[src/rtl/core/srtq_pkg.sv]
// srtq_pkg: widths, reset values, register indexes and the divider stage type
// for the t/q scale-and-round block; no dependencies
`timescale 1ns / 1ps

package srtq_pkg;

  // coefficient bits taken from each input beat
  localparam int COEF_WIDTH = 62;

  // port and register widths
  localparam int COEF_IN_W = 62;
  localparam int OUT_W     = 62;
  localparam int Q_W       = 63;
  localparam int T_W       = 62;
  localparam int CFG_W     = 63;
  localparam int NUM_REGS  = 2;
  localparam int CFG_IDX_W = 1;

  localparam logic [CFG_IDX_W-1:0] REG_CIPHER_MODULUS = CFG_IDX_W'(0);
  localparam logic [CFG_IDX_W-1:0] REG_PLAIN_MODULUS  = CFG_IDX_W'(1);

  localparam logic [Q_W-1:0] Q_RESET = Q_W'(65537);
  localparam logic [T_W-1:0] T_RESET = T_W'(256);

  // multiplier split into four half-width partial products
  localparam int MUL_W  = T_W;
  localparam int HALF   = (MUL_W + 1) / 2;
  localparam int HI_W   = MUL_W - HALF;
  localparam int PP_W   = 2 * HALF;
  localparam int FULL_W = 2 * PP_W;

  // exact product width, one divider cell per product bit
  localparam int PROD_W = COEF_WIDTH + T_W;
  localparam int REM_W  = Q_W;

  // output skid buffer
  localparam int SKID_DEPTH = 2;
  localparam int SKID_PTR_W = 1;
  localparam int SKID_CNT_W = 2;

  // state handed from one divider cell to the next
  typedef struct packed {
    logic              valid;
    logic [PROD_W-1:0] num;
    logic [REM_W-1:0]  rem;
    logic [REM_W-1:0]  res;
    logic              qbit;
  } srtq_div_t;

endpackage

[src/rtl/core/srtq_cell.sv]
// srtq_cell: one restoring-division step on the product plus one step of
// the running quotient residue mod q; depends on srtq_pkg
`timescale 1ns / 1ps

module srtq_cell (
  input  logic                      clk,
  input  logic                      rst,
  input  logic                      run,
  input  logic [srtq_pkg::Q_W-1:0]  q,
  input  srtq_pkg::srtq_div_t       prev,
  output srtq_pkg::srtq_div_t       cur
);
  import srtq_pkg::*;

  logic [REM_W:0]   q_ext;
  logic [REM_W:0]   rem_sh, rem_dif;
  logic [REM_W:0]   res_sh, res_dif;
  logic             rem_ge, res_ge;
  logic [REM_W-1:0] rem_next, res_next;

  assign q_ext = {1'b0, q};

  // next product bit into the remainder, msb first
  assign rem_sh   = {prev.rem, prev.num[PROD_W-1]};
  assign rem_dif  = rem_sh - q_ext;
  assign rem_ge   = (rem_sh >= q_ext);
  assign rem_next = rem_ge ? rem_dif[REM_W-1:0] : rem_sh[REM_W-1:0];

  // quotient bit from the cell before folds into quotient mod q
  assign res_sh   = {prev.res, prev.qbit};
  assign res_dif  = res_sh - q_ext;
  assign res_ge   = (res_sh >= q_ext);
  assign res_next = res_ge ? res_dif[REM_W-1:0] : res_sh[REM_W-1:0];

  always_ff @(posedge clk) begin
    if (run) begin
      cur.num  <= prev.num << 1;
      cur.rem  <= rem_next;
      cur.res  <= res_next;
      cur.qbit <= rem_ge;
    end
    if (rst) begin
      cur.valid <= 1'b0;
    end else if (run) begin
      cur.valid <= prev.valid;
    end
  end

endmodule

[config.mk]
export PLATFORM = sky130hd
export DESIGN_NAME = srtq_cell
export DESIGN_NICKNAME = d
export VERILOG_FILES = /design/src/rtl/core/srtq_pkg.sv /design/src/rtl/core/srtq_cell.sv
export SDC_FILE = /design/constraint.sdc
export NUM_CORES = 1
export LEC_CHECK = 0
export BUFFER_PORTS_ARGS = -buffer_cell sky130_fd_sc_hd__buf_2
export CORE_AREA = 2 2 225 227
export CTS_CLUSTER_DIAMETER = 30
export DETAILED_ROUTE_END_ITERATION = 16
export DIE_AREA = 0 0 227 229
export PLACE_DENSITY = 0.64
export SYNTH_ARGS = -nofsm -noshare
export SYNTH_HDL_FRONTEND = slang
export SYNTH_SLANG_ARGS = --single-unit
[constraint.sdc]
create_clock -name clk -period 5 [get_ports clk]
set_input_delay 1.25 -clock clk [delete_from_list [all_inputs] [get_ports clk]]
set_output_delay 1.25 -clock clk [all_outputs]
set_load 0.01 [all_outputs]
==> flow_summary.toml <==
[outcome]
status = "complete, no violations"

[route]
postRouteAntennaNets = 0
drtIter0Drc = 944
via_count = 15700
route.detailed.drc = 0
wl_per_cell_um = 21.5
routed_via_density = 5.16
drt_pre_antenna_iters = 5
wl_mm = 65.5

[yosys]
synth.avg_cell_area_um2 = 9.96
ys_async_sr_fraction_pct = 0
synth_top_area_share_pct = 44.7
synth_seq_cells = 251
yosys_warnings = 0
synth_most_common_cell = "edfxtp_1"
syn_area_um2 = 16800
syn_inst = 1688
yosysUniqueCellTypes = 79
synth_area_leader_cell = "edfxtp_1"
syn_nets = 2134
ys_top_cells_by_count = "edfxtp_1, nand2_1, a21oi_1, ha_1, o21ai_0"
ys_top_cells_by_area = "edfxtp_1, ha_1, a21oi_1, nand2_1, o21ai_0"
synth_seq_area_share_pct = 44.8
ys.flop_type = "edfxtp_1"
synth_edf_count = 250

[cells_and_area]
multi_input_comb_area_um2 = 8570
final_util_pct = 46.9
max_flop_register = "cur"
drive_gt1_share_pct = 34.2
regArea_um2 = 7530
areaGrowthSynthToFinish_pct = 38.5
reg.largest.list = "cur x251"
fillers = 4790
fin_nets = 2749
largest_reg_flops = 251

[timing]
hold_ws_ns = 0.501
tightest_slew_ns = 0.771
setup_tns_ns = 0
finalSetupViolCount = 0
clock_skew_ns = 0
timing.final.crit_share_pct = 84.3
layout_setup_ws_ns = 0.786
hold_viol_final = 0
fin_crit_ns = 4.21
rsz0062_at_grt = "no"
maxSlewViolCount = 0
relSlewSlack_pct = 48.6
fmax_mhz = 237

[setup_path]
crit_start = "q[20]"
arrival_ns = 4.54
slowest_delay_ns = 0.45
required_ns = 5.33
crit_buf_inv = 3
cp_max_fo = 82
cp-end-kind = "flip-flop"
worstSetupPathType = "in2reg"
r2r_start = "cur[251]"
worst_path_most_repeated_cell = "a21oi_1"
cp_top_family = "compound AO/OA/AOI/OAI gates"
worst_setup_path_start_kind = "input pin"
crit_slowest_cell = "ha_1"
cp_cell_sequence = "buf_2 > inv_1 > ha_1 > a21oi_1 > o21ai_0 > a311oi_1 > a21oi_1 > a21oi_1 > o211a_1 > o311a_1 > o2111ai_1 > nand2_4 > buf_12 > mux2_1"

[place]
place.gp.congestion = 0.944
hpwl_mm = 54.1
portBuffers = 568
place_ws_ns = 0.198

[clocking]
htree_levels = 3
numCtsBuffers = 77
clk_latency_ns = 0.58
cts_hold_buf = 0
root_buffer = "clkbuf_16"
cts_buffer_depth = 3
cts_tree = "built"
clkSinkCount = 251
ctsResizeCount = 0
clkSlewWorstSetupHoldPaths_ns = 0.04
post_cts_buffers = 0

[power]
power_switching_uw = 2770
total_power_uw = 9870
power_leakage_uw = 0.0103
intPower_uw = 7100
max-vdd-ir-drop_mv = 0.307
sw_frac_of_total_pct = 28.1
p_clk_share_pct = 50.7
p_per_area_nw_per_um2 = 424
combPwrFrac_pct = 21.4
pwr-share-seq_pct = 27.9

[die]
pin_count = 570
core_area_um2 = 49700
dieWidth_um = 227
dieArea_um2 = 52000
die_h_um = 229
fp-row-count = 82
start_util_pct = 33.9

[global_route]
grt_overflow = 0
grt_pass1_vias = 16000
grt_pass1_wl_mm = 95.0
globalRouteMet2Util_pct = 43.0
use_met1_pct = 27.5
antenna_found_initial = 27
met3_usage_pct = 4.63
grt_busiest_layer = "met2"
grt.total_usage_pct = 24.4
grt_max_degree = 94

[job]
max_cap_viol_count = 0

[hold_path]
hp-class = "reg2reg"
min_from = "cur[251]"
## path summary, 6_finish.rpt
check,slack [ns],to,cells past startpoint
max,0.79,cur[18],14
min,0.50,cur[251],2
max reg2reg,4.41,cur[251],2
min reg2reg,0.50,cur[251],2
## layout by cell type (no fill, tap or decap), types with 12 or more instances in the layout
| master | Yosys | layout |
|---|---|---|
| a21o_1 | 62 | 62 |
| a21oi_1 | 178 | 178 |
| a31oi_1 | 13 | 13 |
| buf_2 | 15 | 567 |
| buf_4 | 7 | 40 |
| bufinv_16 | 0 | 14 |
| clkbuf_1 | 46 | 12 |
| clkbuf_16 | 0 | 78 |
| diode_2 | 0 | 15 |
| edfxtp_1 | 250 | 250 |
| ha_1 | 126 | 126 |
| inv_1 | 102 | 102 |
| mux2_2 | 54 | 54 |
| nand2_1 | 181 | 180 |
| nand3_1 | 25 | 25 |
| nand4_1 | 49 | 49 |
| nor2_1 | 86 | 86 |
| nor2b_1 | 15 | 15 |
| nor3_1 | 25 | 25 |
| o21a_1 | 17 | 17 |
| o21ai_0 | 126 | 126 |
| o21ai_1 | 13 | 13 |
| o21bai_1 | 25 | 25 |
| xnor2_1 | 71 | 71 |
| xor2_1 | 44 | 44 |
## cell families (layout without fill, tap and decap cells)
family	Yosys count	count (layout)	synth area share, %
compound gates	517	517	19.0
xor+xnor	115	115	5.99
fa+ha+maj	128	128	9.62
buf+inv	178	852	4.35
flops	251	251	44.8
mux	67	67	4.44
other cells	1	16	0.0223
simple gates	431	431	11.9
## stage by stage
| stage | area [µm²] | std cells |
|---|---|---|
| finish | 23300 | 3049 |
| floorplan | 16800 | 1688 |
| CTS | 23200 | 3034 |
| global route | 23300 | 3046 |
| global placement | 20600 | 2896 |
| detailed placement | 20600 | 2896 |
## final cells by class
| type | instances | share of cell area, % |
|---|---|---|
| Multi-Input combinational cell | 1259 | 36.8 |
| Timing Repair Buffer | 612 | 13.9 |
| Tap cell | 672 | 3.61 |
| Sequential cell | 251 | 32.3 |
| Clock inverter | 47 | 2.94 |
| Antenna cell | 15 | 0.161 |
| Clock buffer | 91 | 8.63 |
| Inverter | 102 | 1.64 |
## tightest hold or removal path: stages (launching register included)
cell	delay (ns)
dfxtp_1	0.32
mux2i_1	0.07
nor2_1	0.07
## layer usage
layer | wire (µm) | share of wire, %
met2 | 33100 | 51
met5 | 50 | 0.076
met4 | 2840 | 4.3
met1 | 25400 | 39
met3 | 4070 | 6.2
## power by group through the flow
stage | logic, µW | clock network (µW) | registers [µW]
floorplan | 1090 | 0 | 2900
global placement | 2080 | 0 | 2790
detailed placement | 2090 | 0 | 2790
CTS | 2100 | 5080 | 2760
global route | 2300 | 5200 | 2780
finish | 2110 | 5010 | 2760
Power figures use the tool's default switching activity.
