## config.mk

```make
export PLATFORM = sky130hd
export DESIGN_NAME = srtq_round_flat
export DESIGN_NICKNAME = d
export VERILOG_FILES = /design/src/rtl/core/srtq_pkg.sv /design/src/rtl/core/srtq_if.sv /design/src/rtl/core/srtq_round.sv /design/src/flat_wrapper.sv
export SDC_FILE = /design/constraint.sdc
export NUM_CORES = 1
export LEC_CHECK = 0
export ABC_AREA = 1
export ABC_CLOCK_PERIOD_IN_PS = 8400
export BUFFER_PORTS_ARGS = -buffer_cell sky130_fd_sc_hd__clkbuf_2
export CAP_MARGIN = 20
export CORE_AREA = 5 5 201 203
export CTS_CLUSTER_DIAMETER = 150
export DETAILED_ROUTE_END_ITERATION = 6
export DIE_AREA = 0 0 206 208
export PLACE_DENSITY = 0.68
export SLEW_MARGIN = 20
export SYNTH_ARGS = -nofsm -noshare
export SYNTH_HDL_FRONTEND = slang
export SYNTH_SLANG_ARGS = --single-unit
```

## constraint.sdc

```tcl
create_clock -name clk -period 8.4 [get_ports clk]
set_input_delay 1.68 -clock clk [delete_from_list [all_inputs] [get_ports clk]]
set_output_delay 1.68 -clock clk [all_outputs]
set_load 0.1 [all_outputs]
```

## src/rtl/core/srtq_pkg.sv

```systemverilog
// srtq_pkg: widths, reset values, register indexes and the divider stage type
// for the t/q scale-and-round block; no dependencies
`timescale 1ns / 1ps

package srtq_pkg;

  // coefficient bits taken from each input beat
  localparam int COEF_WIDTH = 62;

  // port and register widths
  localparam int COEF_IN_W = 62;
  localparam int OUT_W     = 62;
  localparam int Q_W       = 63;
  localparam int T_W       = 62;
  localparam int CFG_W     = 63;
  localparam int NUM_REGS  = 2;
  localparam int CFG_IDX_W = 1;

  localparam logic [CFG_IDX_W-1:0] REG_CIPHER_MODULUS = CFG_IDX_W'(0);
  localparam logic [CFG_IDX_W-1:0] REG_PLAIN_MODULUS  = CFG_IDX_W'(1);

  localparam logic [Q_W-1:0] Q_RESET = Q_W'(65537);
  localparam logic [T_W-1:0] T_RESET = T_W'(256);

  // multiplier split into four half-width partial products
  localparam int MUL_W  = T_W;
  localparam int HALF   = (MUL_W + 1) / 2;
  localparam int HI_W   = MUL_W - HALF;
  localparam int PP_W   = 2 * HALF;
  localparam int FULL_W = 2 * PP_W;

  // exact product width, one divider cell per product bit
  localparam int PROD_W = COEF_WIDTH + T_W;
  localparam int REM_W  = Q_W;

  // output skid buffer
  localparam int SKID_DEPTH = 2;
  localparam int SKID_PTR_W = 1;
  localparam int SKID_CNT_W = 2;

  // state handed from one divider cell to the next
  typedef struct packed {
    logic              valid;
    logic [PROD_W-1:0] num;
    logic [REM_W-1:0]  rem;
    logic [REM_W-1:0]  res;
    logic              qbit;
  } srtq_div_t;

endpackage

```

## src/rtl/core/srtq_if.sv

```systemverilog


interface srtq_out_if;
  logic                       valid;
  logic                       ready;
  logic [srtq_pkg::OUT_W-1:0] coef_out;

  modport source (output valid, output coef_out, input ready);
  modport sink (input valid, input coef_out, output ready);
endinterface

```

## src/rtl/core/srtq_round.sv

```systemverilog
// srtq_round: last residue step, half-up rounding and the two-entry output
// skid buffer that sets the pipeline advance; depends on srtq_pkg, srtq_if
`timescale 1ns / 1ps

module srtq_round (
  input  logic                     clk,
  input  logic                     rst,
  input  logic [srtq_pkg::Q_W-1:0] q,
  input  srtq_pkg::srtq_div_t      last,
  output logic                     run,
  srtq_out_if.source               dout
);
  import srtq_pkg::*;

  logic [REM_W:0]      q_ext;
  logic [REM_W:0]      res_sh, res_dif;
  logic                res_ge;
  logic [REM_W-1:0]    res_a_next;
  logic                inc_a_next;
  logic                valid_a;
  logic [REM_W-1:0]    res_a;
  logic                inc_a;
  logic [REM_W-1:0]    res_inc;
  logic                wrap;
  logic [REM_W-1:0]    result;
  logic [OUT_W-1:0]    coef_val;
  logic                push, pop;
  logic [OUT_W-1:0]    slot [SKID_DEPTH];
  logic [SKID_PTR_W-1:0] wr_ptr, rd_ptr;
  logic [SKID_CNT_W-1:0] cnt, cnt_next;

  assign q_ext = {1'b0, q};

  // stage a: fold in the last quotient bit, rounding bit from the remainder
  assign res_sh     = {last.res, last.qbit};
  assign res_dif    = res_sh - q_ext;
  assign res_ge     = (res_sh >= q_ext);
  assign res_a_next = res_ge ? res_dif[REM_W-1:0] : res_sh[REM_W-1:0];
  assign inc_a_next = ({last.rem, 1'b0} >= q_ext);

  always_ff @(posedge clk) begin
    if (run) begin
      res_a <= res_a_next;
      inc_a <= inc_a_next;
    end
    if (rst) begin
      valid_a <= 1'b0;
    end else if (run) begin
      valid_a <= last.valid;
    end
  end

  // stage b: residue is below q, so adding one wraps only at q - 1
  assign res_inc  = res_a + REM_W'(inc_a);
  assign wrap     = inc_a && (res_inc == q);
  assign result   = ((q == '0) || wrap) ? '0 : res_inc;
  assign coef_val = OUT_W'(result[COEF_WIDTH-1:0]);

  assign push = run && valid_a;
  assign pop  = dout.valid && dout.ready;

  assign run           = (cnt != SKID_CNT_W'(SKID_DEPTH));
  assign dout.valid    = (cnt != '0);
  assign dout.coef_out = slot[rd_ptr];

  always_comb begin
    cnt_next = cnt;
    if (push && !pop) begin
      cnt_next = cnt + 1'b1;
    end else if (pop && !push) begin
      cnt_next = cnt - 1'b1;
    end
  end

  always_ff @(posedge clk) begin
    if (push) begin
      slot[wr_ptr] <= coef_val;
    end
    if (rst) begin
      wr_ptr <= '0;
      rd_ptr <= '0;
      cnt    <= '0;
    end else begin
      if (push) begin
        wr_ptr <= wr_ptr + 1'b1;
      end
      if (pop) begin
        rd_ptr <= rd_ptr + 1'b1;
      end
      cnt <= cnt_next;
    end
  end

  a_cnt_bound: assert property (@(posedge clk) disable iff (rst)
    cnt <= SKID_CNT_W'(SKID_DEPTH))
    else $error("skid count above depth");

  a_stall_holds: assert property (@(posedge clk) disable iff (rst)
    (!run && valid_a) |=> (valid_a && $stable(res_a) && $stable(inc_a)))
    else $error("stage a changed while the pipeline was stalled");

  a_fill_stalls: assert property (@(posedge clk) disable iff (rst)
    (cnt == SKID_CNT_W'(SKID_DEPTH - 1) && push && !pop) |=> !run)
    else $error("pipeline kept running with the skid buffer full");

endmodule

```

## src/flat_wrapper.sv

```systemverilog
// flat-port wrapper written by rule: the top's interface ports become plain ports
module srtq_round_flat import srtq_pkg::*;
  (clk, rst, q, last, run, dout_valid, dout_coef_out, dout_ready);
  srtq_out_if dout_i ();
  input  logic clk;
  input  logic rst;
  input  logic [srtq_pkg::Q_W-1:0] q;
  input  srtq_pkg::srtq_div_t last;
  output logic run;
  output wire logic [$bits(dout_i.valid)-1:0] dout_valid;
  output wire logic [$bits(dout_i.coef_out)-1:0] dout_coef_out;
  input wire logic [$bits(dout_i.ready)-1:0] dout_ready;
  assign dout_valid = dout_i.valid;
  assign dout_coef_out = dout_i.coef_out;
  assign dout_i.ready = dout_ready;
  srtq_round u_core (.clk(clk), .rst(rst), .q(q), .last(last), .run(run), .dout(dout_i));
endmodule
```

==> results of run 1 <==
-- critical path, delay by kind of cell --
kind | cells | cell delay, ps
compound gates | 5 | 1280
fa+ha+maj | 1 | 320
buf+inv | 4 | 1280
simple gates | 3 | 930
-- final cells by class --
class | instances | area [µm²]
Fill cell | 3811 | 18800
Multi-Input combinational cell | 1769 | 10200
Sequential cell | 194 | 5770
Timing Repair Buffer | 264 | 1340
Inverter | 264 | 991
Tap cell | 518 | 648
Clock buffer | 17 | 425
Clock inverter | 15 | 209
-- layout by cell type (no fill, tap or decap), types with 11 or more instances in the layout --
master and n:
sky130_fd_sc_hd__a21o_1 14, sky130_fd_sc_hd__nand2_1 567, sky130_fd_sc_hd__mux2_2 62, sky130_fd_sc_hd__nand3_1 132, sky130_fd_sc_hd__o21bai_1 22, sky130_fd_sc_hd__o21ai_0 87, sky130_fd_sc_hd__nor3_1 21, sky130_fd_sc_hd__inv_1 259
sky130_fd_sc_hd__ha_1 129, sky130_fd_sc_hd__xnor3_1 13, sky130_fd_sc_hd__nor2_1 305, sky130_fd_sc_hd__a31oi_1 11, sky130_fd_sc_hd__clkbuf_16 17, sky130_fd_sc_hd__nor2_2 42, sky130_fd_sc_hd__o21ai_1 22, sky130_fd_sc_hd__clkbuf_2 257
sky130_fd_sc_hd__nand4_1 43, sky130_fd_sc_hd__edfxtp_1 188, sky130_fd_sc_hd__nor2_4 12, sky130_fd_sc_hd__a21oi_1 128, sky130_fd_sc_hd__xnor2_1 34, sky130_fd_sc_hd__xor2_1 38
-- registers in the layout (all words and copies together), names as in the netlist, named ones only --
| name | cells |
|---|---|
| u_core.valid_a | 1 |
| u_core.cnt | 2 |
| u_core.inc_a | 1 |
| u_core.rd_ptr | 1 |
| u_core.res_a | 63 |
| u_core.wr_ptr | 1 |
| u_core.slot | 124 |
-- power by group through the flow --
stage | clock network [mW] | registers [mW] | logic [mW]
2_1_floorplan | 0 | 1.51 | 1.78
3_3_place_gp | 0 | 1.58 | 2.28
3_5_place_dp | 0 | 1.59 | 2.30
4_1_cts | 0.875 | 1.56 | 2.31
5_1_grt | 0.912 | 1.59 | 2.49
6_report | 0.868 | 1.57 | 2.32
-- per-layer routing --
metal / global-route usage, % / wire length [µm] / part of all wire [%] / up-vias
li1: - / - / - / 8123
met1: 43.0 / 29800 / 45 / 7871
met2: 49.0 / 30400 / 45 / 634
met3: 4.10 / 4460 / 6.7 / 89
met4: 9.61 / 2200 / 3.3 / 0
met5: 0 / 0 / 0 / -
-- worst min path at each step --
stage	from	end	depth (start not counted)
floorplan	u_core.valid_a$_SDFFE_PP0N_	u_core.valid_a$_SDFFE_PP0N_	2
global placement	u_core.valid_a$_SDFFE_PP0N_	u_core.valid_a$_SDFFE_PP0N_	2
detailed placement	u_core.valid_a$_SDFFE_PP0N_	u_core.valid_a$_SDFFE_PP0N_	2
CTS	u_core.valid_a$_SDFFE_PP0N_	u_core.valid_a$_SDFFE_PP0N_	2
global route	u_core.rd_ptr$_SDFFE_PP0P_	flop	2
finish	u_core.valid_a$_SDFFE_PP0N_	u_core.valid_a$_SDFFE_PP0N_	2
-- kinds of logic after synthesis --
group	synth area share, %
buf+inv	6.86
flops	33.8
xor+xnor	5.55
fa+ha+maj	9.57
compound gates	11.0
mux	4.09
simple gates	29.2
-- through the flow --
step                      cells  util [%]
after floorplan            2253         -
after global placement     3009      49.4
after detailed placement   3009      49.4
after CTS                  3041      51.0
after global routing       3041      51.0
final                      3041      51.0
==> results by stage, run 1 <==
Worst setup path:
- The reg-to-reg startpoint is u_core.res_a[4]$_DFFE_PN_.
- Along the worst path, the maximum fanout reaches 54.
- STA puts the critical path data arrival time at 5520 ps.
- On the worst path, the slowest cell contributes a delay of 550 ps.
- The end point of the critical path is u_core.res_a[25]$_DFFE_PN_.
- The worst setup path is captured at a flop.
- The critical path starts at q[55].
- The critical path goes through clkbuf_2 -> inv_1 -> ha_1 -> a21oi_1 -> o21a_1 -> o21ai_0 -> nand2_1 -> o2111ai_1 -> nor2_1 -> nand3_2 -> inv_2 -> buf_4 -> o21ai_0.
- The critical path startpoint category is an input pin.
- For this design, the slowest cell found on the critical path is sky130_fd_sc_hd__nand3_2.
- The worst register-to-register path ends at u_core.slot[0][61]$_DFFE_PP_.
- The required time of the critical path is between 8000 and 9000 ps.
- The worst reg-to-reg path cell count is 15.
- The critical path's most frequent cell is sky130_fd_sc_hd__o21ai_0.
- The worst setup path category is in -> reg.
- The setup check on the worst reg-to-reg path leaves a slack of approximately 4500 ps.

Synth:
- The number of flops mapped to enable cells by yosys is 188.
- The flip-flop and latch count after synthesis is between 150 and 200.
- The Yosys warning count is 0.
- The most used flip-flop cell after synthesis is sky130_fd_sc_hd__edfxtp_1.
- The total nets after synthesis is about 2700.
- The number of different library cells in the post-synthesis netlist is 44.
- The dominant cell by count in the synthesized netlist is sky130_fd_sc_hd__nand2_1.
- The synthesized netlist occupies a cell area of approximately 17000 µm².
- The sequential fraction of the synthesis area is between 30 and 40%.
- Counting every instance in the synthesized netlist gives between 2000 and 2500.
- The per-instance average area after synthesis is between 7 and 8 µm².
- The biggest area contributor in the post-synthesis netlist is sky130_fd_sc_hd__edfxtp_1.
- Ranked by total cell area, the synthesized netlist is headed by sky130_fd_sc_hd__edfxtp_1 (33%), sky130_fd_sc_hd__nand2_1 (12%), sky130_fd_sc_hd__ha_1 (9.5%), sky130_fd_sc_hd__nor2_1 (6.7%), sky130_fd_sc_hd__inv_1 (5.7%).
- The fraction of post-synthesis cell area in the top cell type by area is between 30% and 40%.
- After synthesis, the most frequently instantiated cells are sky130_fd_sc_hd__nand2_1 (567), sky130_fd_sc_hd__nor2_1 (307), sky130_fd_sc_hd__inv_1 (260), sky130_fd_sc_hd__edfxtp_1 (188), sky130_fd_sc_hd__nand3_1 (132).
- The share of synthesized registers carrying an async set or reset is 0%.

Cells and area:
- The repair_antennas step left the layout with diodes totalling 0.
- The share of post-route cells with drive strength above 1 is between 10% and 20%.
- The post-route cell area is around 20000 µm².
- The net count of the finished layout is 2958.
- Compared with the post-synthesis result, the final layout area differs by 14.4%.

Place:
- The placed wire-length estimate is 57700 µm.
- The count of buffers inserted at the top-level ports is 257.
- The placement-stage worst setup slack is ~2600 ps.
- At the end of routability-driven placement, the weighted congestion stood at just under 1.
- Once placement finished, the instance area stood at roughly 19000 µm².

Pwr:
- The maximum vdd ir drop is 0.202 mV.
- The net switching fraction of the power is around half.
- The combinational power share is between 40 and 50%.
- The clock network power share is between 10% and 20%.
- For this design the total switching power over the nets is ~2.4 mW.
- For this design the ratio of total power to cell area is between 200 and 250 nW/µm².
- For this design the static power due to leakage is 8.49 nW.
- In this run, flip-flops and latches consume between 30% and 40% of the power.
- Cell internal power was estimated by the tool at roughly 2.4 mW.
- Summing internal, switching and leakage power gives 4.76 mW.

CTS:
- The maximum clock insertion buffer count is 2.
- The level count of the clock H-tree is 4.
- For the worst-skew pair, the clock arrives at the later sink with an insertion delay of roughly 460 ps.
- TritonCTS built the clock tree.
- The post-CTS resize count is 0.
- The total CTS buffers is 17.
- For this design, the sink count on the clock tree is a little under 200.
- The post-CTS setup buffer count is 0.
- The clock input transition at the sequential cells of the worst setup and hold paths is around 80 ps.
- The root buffer cell chosen for the clock tree is sky130_fd_sc_hd__clkbuf_16.
- The number of buffers inserted by hold repair at cts is 0.

Global route:
- The wire length of the first global-routing pass is 97400 µm.
- The number of global-route vias before repair was around 16000.
- The overall overflow remaining after global route is 0.
- The global-route total usage across every layer is a little under a third.
- The initial antenna violation count came to 0.
- Entering global routing, the biggest net connects 64 pins.

Floorplanning:
- The chip width is around 210 µm.
- ~380 I/O pins were placed.
- The area of the die is approximately 43000 µm².
- The initial core utilization is 44.6%.
- The vertical die dimension is between 200 and 250 µm.
- The initialized floorplan defines 72 standard-cell rows.
- The core region is roughly 38000 µm².

Detailed routing:
- The residual DRC count is 0.
- For this block, the routed nets add up to about 67000 µm of wire.
- The ratio of routed vias to standard cells is around 5.5.
- After detailed routing, the average wire length per cell comes to 22.0 µm.
- The total via count after detailed routing is approximately 17000.
- Once detail routing completed, the nets flagged for antenna violations numbered 0.
- In this run, the number of DRC markers left after iteration 0 of detailed routing was 1429.
- The first detailed-routing pass ran for 6 iterations.

STA:
- The minimum clock period is about 5400 ps.
- The final worst setup slack is 3020 ps.
- Setup repair after global routing left no endpoint under its margin.
- The max-slew headroom at the worst pin is 40.8%.
- The final worst hold slack is just under 500 ps.
- The maximum clock skew at final layout is approximately 19 ps.
- The number of setup violations in the final report is 0.
- Timing would allow up to about 0.19 GHz.
- The final number of hold-violating endpoints came to 0.
- In the final timing run, aggregate negative setup slack is 0 ps.
- For the pin with the worst max-slew slack, the measured transition is 888 ps.
- The max-slew violation total from the final report is 0.
- The final period utilization is 64.0%.

Flow run:
- The number of max-cap violations is 0.

Status:
- The flow ran to the end, and the final reports show no timing, DRC or antenna violations.

Hold path:
- The tightest min-delay check is of the reg -> reg type.
(Power assumes the default switching activity.)
==> run 2, diff against run 1 <==
ABC_CLOCK_PERIOD_IN_PS = 4750   (was 8400)
PLACE_DENSITY = 0.7   (was 0.68)
clock period = 4.75 ns   (was 8.4 ns; I/O delays follow)
==> run 2 against run 1 <==
Effect of this change: global-route usage fell by 0.47 points; critical endpoint is now u_core.res_a[62]$_DFFE_PN_; sequential share of layout area fell by 0.24 points; combinational power rose by 77%; clock power rose by 62%; clock skew fell by 7.8 ps; count of clock-buffer cells in the layout rose by 2; highest routed layer unchanged; non-clock buffer count rose by 25; setup slack got worse by 2000 ps; largest power group unchanged.
==> results by stage, run 2 (synthesized netlist as in run 1, its figures left out) <==
Cells and area:
- In the layout the commonest cells are sky130_fd_sc_hd__nand2_1 (567), sky130_fd_sc_hd__nor2_1 (305), sky130_fd_sc_hd__inv_1 (259), sky130_fd_sc_hd__clkbuf_2 (257), sky130_fd_sc_hd__edfxtp_1 (188).
- The fraction of the core area covered by cells at the end of the flow is 51.4% (+0.41 points).
- Compared with the post-synthesis result, the final layout area differs by 15.3%.
- The largest registers in the layout are u_core.slot x124, u_core.res_a x63, u_core.cnt x2.
- The net count of the finished layout is 2983 (+0.85%).
- The register bank with the most flops is u_core.slot.
- The count of filler cells inserted in the layout is 3850 (+1.0%).
- The number of diodes added for antenna fixing is 0 (unchanged).
- The library cell used most frequently in the layout, excluding fill and tap cells, is sky130_fd_sc_hd__nand2_1.
- The count of non-filler cells in the finished layout is 3065 (+0.79%).
- The flip-flop count of the largest register, all copies and words added is 124 (unchanged).
- The share of post-route cells with drive strength above 1 is 17.8% (+0.62 points).

Global route:
- The global-route total usage across every layer was 30.1% (-0.47 points).
- The overall overflow remaining after global route is 0 (unchanged).
- The number of global-route vias before repair was 16500 (+1.9%).
- The wire length of the first global-routing pass is 97100 µm (-0.27%).
- The maximum number of pins on one net before global-route repair is 63 (-1.6%).
- The initial antenna violation count is 0 (unchanged).

STA:
- The maximum clock skew at final layout came to 10.7 ps (-7.85 ps).
- The final critical path takes up about four fifths of the cycle.
- The transition time at the pin with the least slew margin is 833 ps (-55.0 ps).
- The final number of hold-violating endpoints is 0 (unchanged).
- The max-slew violation total from the final report came to 0 (unchanged).
- The number of setup violations in the final report is 0 (unchanged).
- The minimum clock period is between 3000 and 4000 ps.
- For this run, the top clock speed supported by timing is between 0.2 and 0.3 GHz.
- The final worst hold slack is 474 ps (-8.78 ps).
- Setup repair after global routing left no endpoint under its margin.
- The max-slew headroom at the worst pin came to 44.1% (+3.3 points).
- The final setup TNS came to 0 ps (unchanged).

Worst setup path:
- The slowest stage of the critical path is the sky130_fd_sc_hd__o21ai_0 cell.
- The critical path endpoint category is a flop.
- The worst reg-to-reg path cell count is 17 (+2).
- The worst setup path category is in -> reg.
- The worst-case register-to-register setup slack is 1080 ps (-3420 ps).
- The endpoint arrival time on the critical path came to 3980 ps (-1540 ps).
- The critical path goes through clkbuf_2 -> ha_1 -> fa_1 -> o21ai_1 -> a21boi_0 -> o21ai_0 -> a21oi_1 -> o21ai_0 -> buf_4 -> nand3_1 -> nand3_1 -> nand2_1 -> o21ai_0.
- The highest net fanout along the worst path was 3 (-94%).
- The critical path startpoint is q[0].
- The buffer and inverter count on the worst path is 2 (-2).
- In this run the worst setup path terminates at u_core.res_a[62]$_DFFE_PN_.
- The critical path startpoint category is an input pin.
- The reg-to-reg startpoint is u_core.inc_a$_DFFE_PN_.
- The instance count on the critical path is 13 (unchanged).
- The worst register-to-register path ends at u_core.slot[1][22]$_DFFE_PP_.
- The maximum cell stage delay along the critical path is 460 ps (-90 ps).
- In this design, the critical path's most frequently occurring cell is sky130_fd_sc_hd__o21ai_0.
- The cell family contributing the most delay on the critical path is compound AO/OA/AOI/OAI gates.
- The required time of the critical path is 4980 ps (-3560 ps).

Floorplanning:
- The chip width is 206 µm (unchanged).
- The standard cell core area was 38300 µm² (unchanged).
- The area of the die is 42800 µm² (unchanged).
- The vertical die dimension came to 208 µm (unchanged).
- The initial core utilization is 44.6% (unchanged).
- The number of core rows is 72 (unchanged).
- The number of top-level design ports came to 382 (unchanged).

Place:
- The final RePlAce weighted congestion is 1.04 (+5.0%).
- The post-placement cell count was 3034 (+0.83%).
- The placed wire-length estimate is 56600 µm (-1.9%).
- The count of buffers inserted at the top-level ports is 257 (unchanged).

CTS:
- The CTS tree is built.
- The insertion delay of the later-clocked pin in the worst-skew pair came to 450 ps (about the same).
- The count of clock tree sinks is 194 (unchanged).
- The clock input transition at the sequential cells of the worst setup and hold paths is 70 ps (about the same).
- The total CTS buffers is 17 (unchanged).
- The level count of the clock H-tree came to 4 (unchanged).
- The post-CTS setup buffer count was 0 (unchanged).
- The post-CTS resize count is 0 (unchanged).
- The CTS root buffer is sky130_fd_sc_hd__clkbuf_16.
- The maximum clock insertion buffer count was 2 (unchanged).
- The number of buffers inserted by hold repair at cts is 0 (unchanged).

Detailed routing:
- The ratio of routed vias to standard cells was 5.45 (-0.84%).
- The total iterations of the first detailed-routing run came to 6 (unchanged).
- The total via count after detailed routing is 16700 (-0.060%).
- The residual DRC count came to 0 (unchanged).
- The detailed router's first-iteration violation count came to 1444 (+1.0%).
- The detailed-route wire length is 65600 µm (-2.0%).
- The remaining number of nets flagged by the antenna check after routing came to 0 (unchanged).
- The per-cell routed wire length is 21.4 µm (-2.7%).

Pwr:
- The total leakage power is 8.59 nW (+1.2%).
- The power per cell area is 421 nW/µm² (+73%).
- The net switching power of the design was 4.00 mW (+70%).
- The cell-internal power is 4.29 mW (+78%).
- The clock network power share is 17.0% (-1.2 points).
- The combinational power share came to 49.6% (+0.8 points).
- The overall power after layout is 8.29 mW (+74%).
- The proportion of power drawn by flip-flops and latches came to 33.4% (+0.4 points).
- The net switching fraction of the power is 48.2% (-1.1 points).
- The maximum vdd ir drop was 0.295 mV (+46%).

Flow run:
- The number of max-cap violations came to 0 (unchanged).

Hold path:
- The kind of path behind the tightest hold check is reg -> reg.

Status:
- The run finished with clean final reports.
## run 2: cell count changes in the layout (fill, tap and decap cells not counted), sizes merged
cell    before  now
buf          7   32
bufinv       1    2
clkbuf     274  276
inv        271  267
## run 2: layer usage
| layer | wire length [µm] | vias up | global-route usage, % |
|---|---|---|---|
| li1 | - | 8173 | - |
| met1 | 29200 | 7811 | 43.0 |
| met2 | 29600 | 628 | 48.0 |
| met3 | 4670 | 95 | 3.43 |
| met4 | 2080 | 0 | 9.43 |
| met5 | 0 | - | 0 |
## run 2: area by class of cell
| class | count | area, µm² | share of cell area, % |
|---|---|---|---|
| clock inverters | 12 | 130 | 0.661 |
| flip-flops and latches | 194 | 5770 | 29.3 |
| well taps | 518 | 648 | 3.29 |
| inverters | 264 | 995 | 5.05 |
| clock buffers | 19 | 433 | 2.20 |
| repair buffers | 289 | 1560 | 7.94 |
| multi-input cells | 1769 | 10200 | 51.6 |
## run 2: worst min-delay path, cell delays in order (launching register included)
cell and delay, ps:
sky130_fd_sc_hd__dfxtp_1 310, sky130_fd_sc_hd__nand2_1 60, sky130_fd_sc_hd__a21oi_1 60
## run 2: how the worst min path moves through the flow
stage	from	to	slack, ps	cells after the start
5_1_grt	u_core.valid_a$_SDFFE_PP0N_	u_core.valid_a$_SDFFE_PP0N_	510	2
3_5_place_dp	u_core.valid_a$_SDFFE_PP0N_	u_core.valid_a$_SDFFE_PP0N_	470	2
4_1_cts	u_core.valid_a$_SDFFE_PP0N_	u_core.valid_a$_SDFFE_PP0N_	480	2
6_report	u_core.valid_a$_SDFFE_PP0N_	u_core.valid_a$_SDFFE_PP0N_	470	2
2_1_floorplan	u_core.valid_a$_SDFFE_PP0N_	u_core.valid_a$_SDFFE_PP0N_	440	2
3_3_place_gp	u_core.valid_a$_SDFFE_PP0N_	u_core.valid_a$_SDFFE_PP0N_	450	2
## run 2: through the flow
| stage | instance area (µm²) | worst slack (ps) |
|---|---|---|
| 4_1_cts | 19700 | 1040 |
| 5_1_grt | 19700 | 808 |
| 3_3_place_gp | 19100 | 673 |
| 3_5_place_dp | 19100 | 626 |
| 2_1_floorplan | 17100 | 956 |
| 6_report | 19700 | 998 |
## run 2: power groups by stage
| stage | Sequential [mW] | Clock (mW) | Combinational (mW) |
|---|---|---|---|
| 4_1_cts | 2.75 | 1.44 | 4.09 |
| 2_1_floorplan | 2.66 | 0 | 3.14 |
| 3_3_place_gp | 2.78 | 0 | 4.03 |
| 5_1_grt | 2.81 | 1.50 | 4.41 |
| 3_5_place_dp | 2.79 | 0 | 4.08 |
| 6_report | 2.77 | 1.41 | 4.11 |
==> run 3, diff against run 2 <==
ABC_CLOCK_PERIOD_IN_PS = 3100   (was 4750)
clock period = 3.1 ns   (was 4.75 ns; I/O delays follow)
==> run 3 against run 2 <==
Effect of this change: the flow now finishes with violations (design-rule violations, negative setup slack); flip-flop and latch count stayed put; wire length grew 10%; final cell count is 13% higher; die area unchanged; sequential power grew 56%; clock power is 57% higher; combinational power up 74%; critical path depth grew 7; count of clock-buffer cells in the layout shrank 2; largest cell class unchanged; largest power group unchanged.
==> results by stage, run 3 (synthesized netlist as in run 1, its figures left out) <==
Status:
- The flow ran to the end, but the final reports show violations.
- The final reports fail on design-rule violations, negative setup slack.

STA:
- Setup repair after global routing could not meet its margin everywhere.
- The max-slew headroom at the worst pin is 55.2% (+11 points).
- The number of setup violations in the final report was 100 (+100).
- The worst path in the final design needs a cycle of between 3000 and 4000 ps, including I/O delays and setup.
- The max-slew violation total from the final report is 0 (unchanged).
- The final period utilization is 101%.
- The transition time at the pin with the least slew margin is 662 ps (-171 ps).
- The final worst setup slack is -40.3 ps (-1040 ps).
- The upper clock frequency limit is about 0.32 GHz.
- The final number of hold-violating endpoints was 0 (unchanged).
- The maximum clock skew at final layout is 15.1 ps (+4.41 ps).

Pwr:
- The power per cell area is 596 nW/µm² (+42%).
- The cell-internal power came to 7.15 mW (+67%).
- The clock network power share is 16.1% (-0.9 points).
- The maximum vdd ir drop was 0.434 mV (+47%).
- The net switching fraction of the power is 47.8% (-0.49 points).
- The proportion of power drawn by flip-flops and latches is 31.6% (-1.8 points).
- The net switching power of the design is 6.54 mW (+63%).
- The overall power after layout is 13.7 mW (+65%).
- The total leakage power is 10.5 nW (+23%).
- The combinational power share is 52.3% (+2.7 points).

Cells and area:
- In the final layout, the registers with the most flip-flops are u_core.slot x124, u_core.res_a x63, u_core.cnt x2.
- In the layout the commonest cells are sky130_fd_sc_hd__nand2_1 (564), sky130_fd_sc_hd__buf_4 (402), sky130_fd_sc_hd__nor2_1 (288), sky130_fd_sc_hd__clkbuf_2 (257), sky130_fd_sc_hd__inv_1 (256).
- The register with the most flip-flops in the final layout is u_core.slot.
- The most frequent standard cell in the layout excluding fill and tap cells is sky130_fd_sc_hd__nand2_1.
- The net count of the finished layout is 3371 (+13%).
- The flip-flop count of the largest register, all copies and words added was 124 (unchanged).
- The count of filler cells inserted in the layout was 3580 (-7.0%).
- The area overhead of the layout relative to synthesis is 34.5%.
- The count of non-filler cells in the finished layout came to 3457 (+13%).
- The post-route cell area is 23000 µm² (+17%).
- The share of post-route cells with drive strength above 1 was 29.9% (+12 points).

Global route:
- The number of global-route vias before repair is 17700 (+7.1%).
- The overall overflow remaining after global route came to 0 (unchanged).
- The maximum number of pins on one net before global-route repair is 66 (+4.8%).
- The initial antenna violation count was 3 (+3).
- The wire length of the first global-routing pass is 104000 µm (+7.4%).
- The global-route total usage across every layer is 32.6% (+2.4 points).

Detailed routing:
- The per-cell routed wire length is 20.9 µm (-2.3%).
- The detailed router's first-iteration violation count was 1662 (+15%).
- The total iterations of the first detailed-routing run is 7 (+1).
- The ratio of routed vias to standard cells is 5.35 (-1.9%).
- The remaining number of nets flagged by the antenna check after routing was 0 (unchanged).
- The residual DRC count is 2 (+2).
- The detailed-route wire length is 72300 µm (+10%).
- The total via count after detailed routing was 18500 (+11%).

CTS:
- TritonCTS built the clock tree.
- The insertion delay of the later-clocked pin in the worst-skew pair was 470 ps (+20 ps).
- The count of clock tree sinks is 194 (unchanged).
- The number of buffers inserted by hold repair at cts is 0 (unchanged).
- The clock input transition at the sequential cells of the worst setup and hold paths is 80 ps (about the same).
- The total CTS buffers is 17 (unchanged).
- The tree is rooted in a sky130_fd_sc_hd__clkbuf_16.
- The level count of the clock H-tree is 4 (unchanged).
- The maximum clock insertion buffer count is 2 (unchanged).

Flow run:
- The number of max-cap violations is 0 (unchanged).

Worst setup path:
- The highest net fanout along the worst path is 9 (+6).
- The critical path's most frequent cell is sky130_fd_sc_hd__nand2_1.
- STA classifies the critical path startpoint as a flop.
- The required time of the critical path is 3310 ps (-1670 ps).
- The critical path goes through ha_2 -> ha_4 -> nand3_2 -> nor2_4 -> inv_1 -> nor2_1 -> nand2_1 -> nand2_1 -> nand2_1 -> nand2_1 -> nand2_1 -> nor2_1 -> nand2_1 -> nor2_1 -> nand2_1 -> nor2_4 -> nand3_4 -> nand2_8 -> clkbuf_16 -> nor2_2.
- The critical path endpoint category is a flop.
- The critical-path cell with the highest stage delay is sky130_fd_sc_hd__edfxtp_1.
- The maximum cell stage delay along the critical path is 440 ps (-20 ps).
- The worst setup path category is reg -> reg.
- The endpoint arrival time on the critical path is 3350 ps (-630 ps).

Floorplanning:
- The initial core utilization is 44.6% (unchanged).
- The chip width is 206 µm (unchanged).
- The standard cell core area is 38300 µm² (unchanged).
- The number of top-level design ports is 382 (unchanged).
- The area of the die is 42800 µm² (unchanged).
- The vertical die dimension is 208 µm (unchanged).
- The number of core rows is 72 (unchanged).

Hold path:
- The worst hold path belongs to the class in -> reg.

Place:
- The area after detailed placement is 22000 µm² (+15%).
- The placed wire-length estimate is 62200 µm (+9.9%).
- The post-placement cell count is 3403 (+12%).
- The final RePlAce weighted congestion was 0.982 (-5.7%).
- The count of buffers inserted at the top-level ports is 257 (unchanged).
- The placement-stage worst setup slack is -496 ps (-1120 ps).
-- run 3: cell types whose count changed in the layout (fill, tap and decap cells not counted), sizes merged, moves of 2 or more --
cell	previous run	this run
buf	32	414
inv	267	269
clkinvlp	1	3
clkbuf	276	279
diode	0	3
-- run 3: power groups by stage --
stage	sequential (mW)	clock [mW]	combinational, mW
detailed placement	4.34	0	6.97
finish	4.32	2.21	7.16
global placement	4.32	0	6.88
global route	4.35	2.34	7.62
floorplan	4.08	0	4.84
CTS	4.28	2.23	7.00
-- run 3: layer usage --
| metal | vias up | share of wire, % | track usage (%) |
|---|---|---|---|
| li1 | 8962 | - | - |
| met1 | 8638 | 44 | 47.2 |
| met2 | 755 | 44 | 49.8 |
| met3 | 133 | 7.4 | 4.39 |
| met4 | 0 | 4.3 | 11.8 |
| met5 | - | 0 | 0 |
-- run 3: cell type report --
class,count,area [µm²],share of cell area [%]
antenna,3,7.51,0.0327
inverter,264,995,4.33
clock buffer,17,425,1.85
clock inverter,15,151,0.659
tap,518,648,2.82
sequential,194,5770,25.1
timing repair buffer,676,4650,20.3
multi-input combinational,1770,10300,44.9
-- run 3: final timing paths --
check | depth (start not counted) | from | slack, ps | to
worst max-delay path | 20 | u_core.inc_a$_DFFE_PN_ | -40 | u_core.slot[1][14]$_DFFE_PP_
worst min-delay path | 2 | rst | 400 | flop
worst max register to register | 20 | u_core.inc_a$_DFFE_PN_ | -40 | u_core.slot[1][14]$_DFFE_PP_
worst min register to register | 2 | u_core.valid_a$_SDFFE_PP0N_ | 480 | u_core.valid_a$_SDFFE_PP0N_
-- run 3: worst max-delay path: cells and delay by family, from the launching register on --
| family | cells | cell delay [ps] |
|---|---|---|
| flip-flops | 1 | 440 |
| buffers and inverters | 2 | 300 |
| AND/OR/NAND/NOR | 16 | 1770 |
| adder cells (fa/ha/maj) | 2 | 380 |
-- run 3: stage by stage --
| step | utilization [%] | TNS [ps] | hold slack [ps] |
|---|---|---|---|
| 2_1_floorplan | - | -4870 | 438 |
| 3_3_place_gp | 57.5 | -18730 | 457 |
| 3_5_place_dp | 57.5 | -17450 | 469 |
| 4_1_cts | 59.0 | 0 | 384 |
| 5_1_grt | 60.0 | -19730 | 399 |
| 6_report | 60.0 | -1940 | 397 |
-- run 3: timing repair --
| action | in CTS | in global routing |
|---|---|---|
| hold endpoints to repair | 0 | 0 |
| gates resized for setup | 4 | 37 |
| buffers inserted | 0 | 11 |
| pin swaps | 0 | 10 |
| gates cloned | 0 | 8 |
| setup endpoints to repair | 37 | 136 |
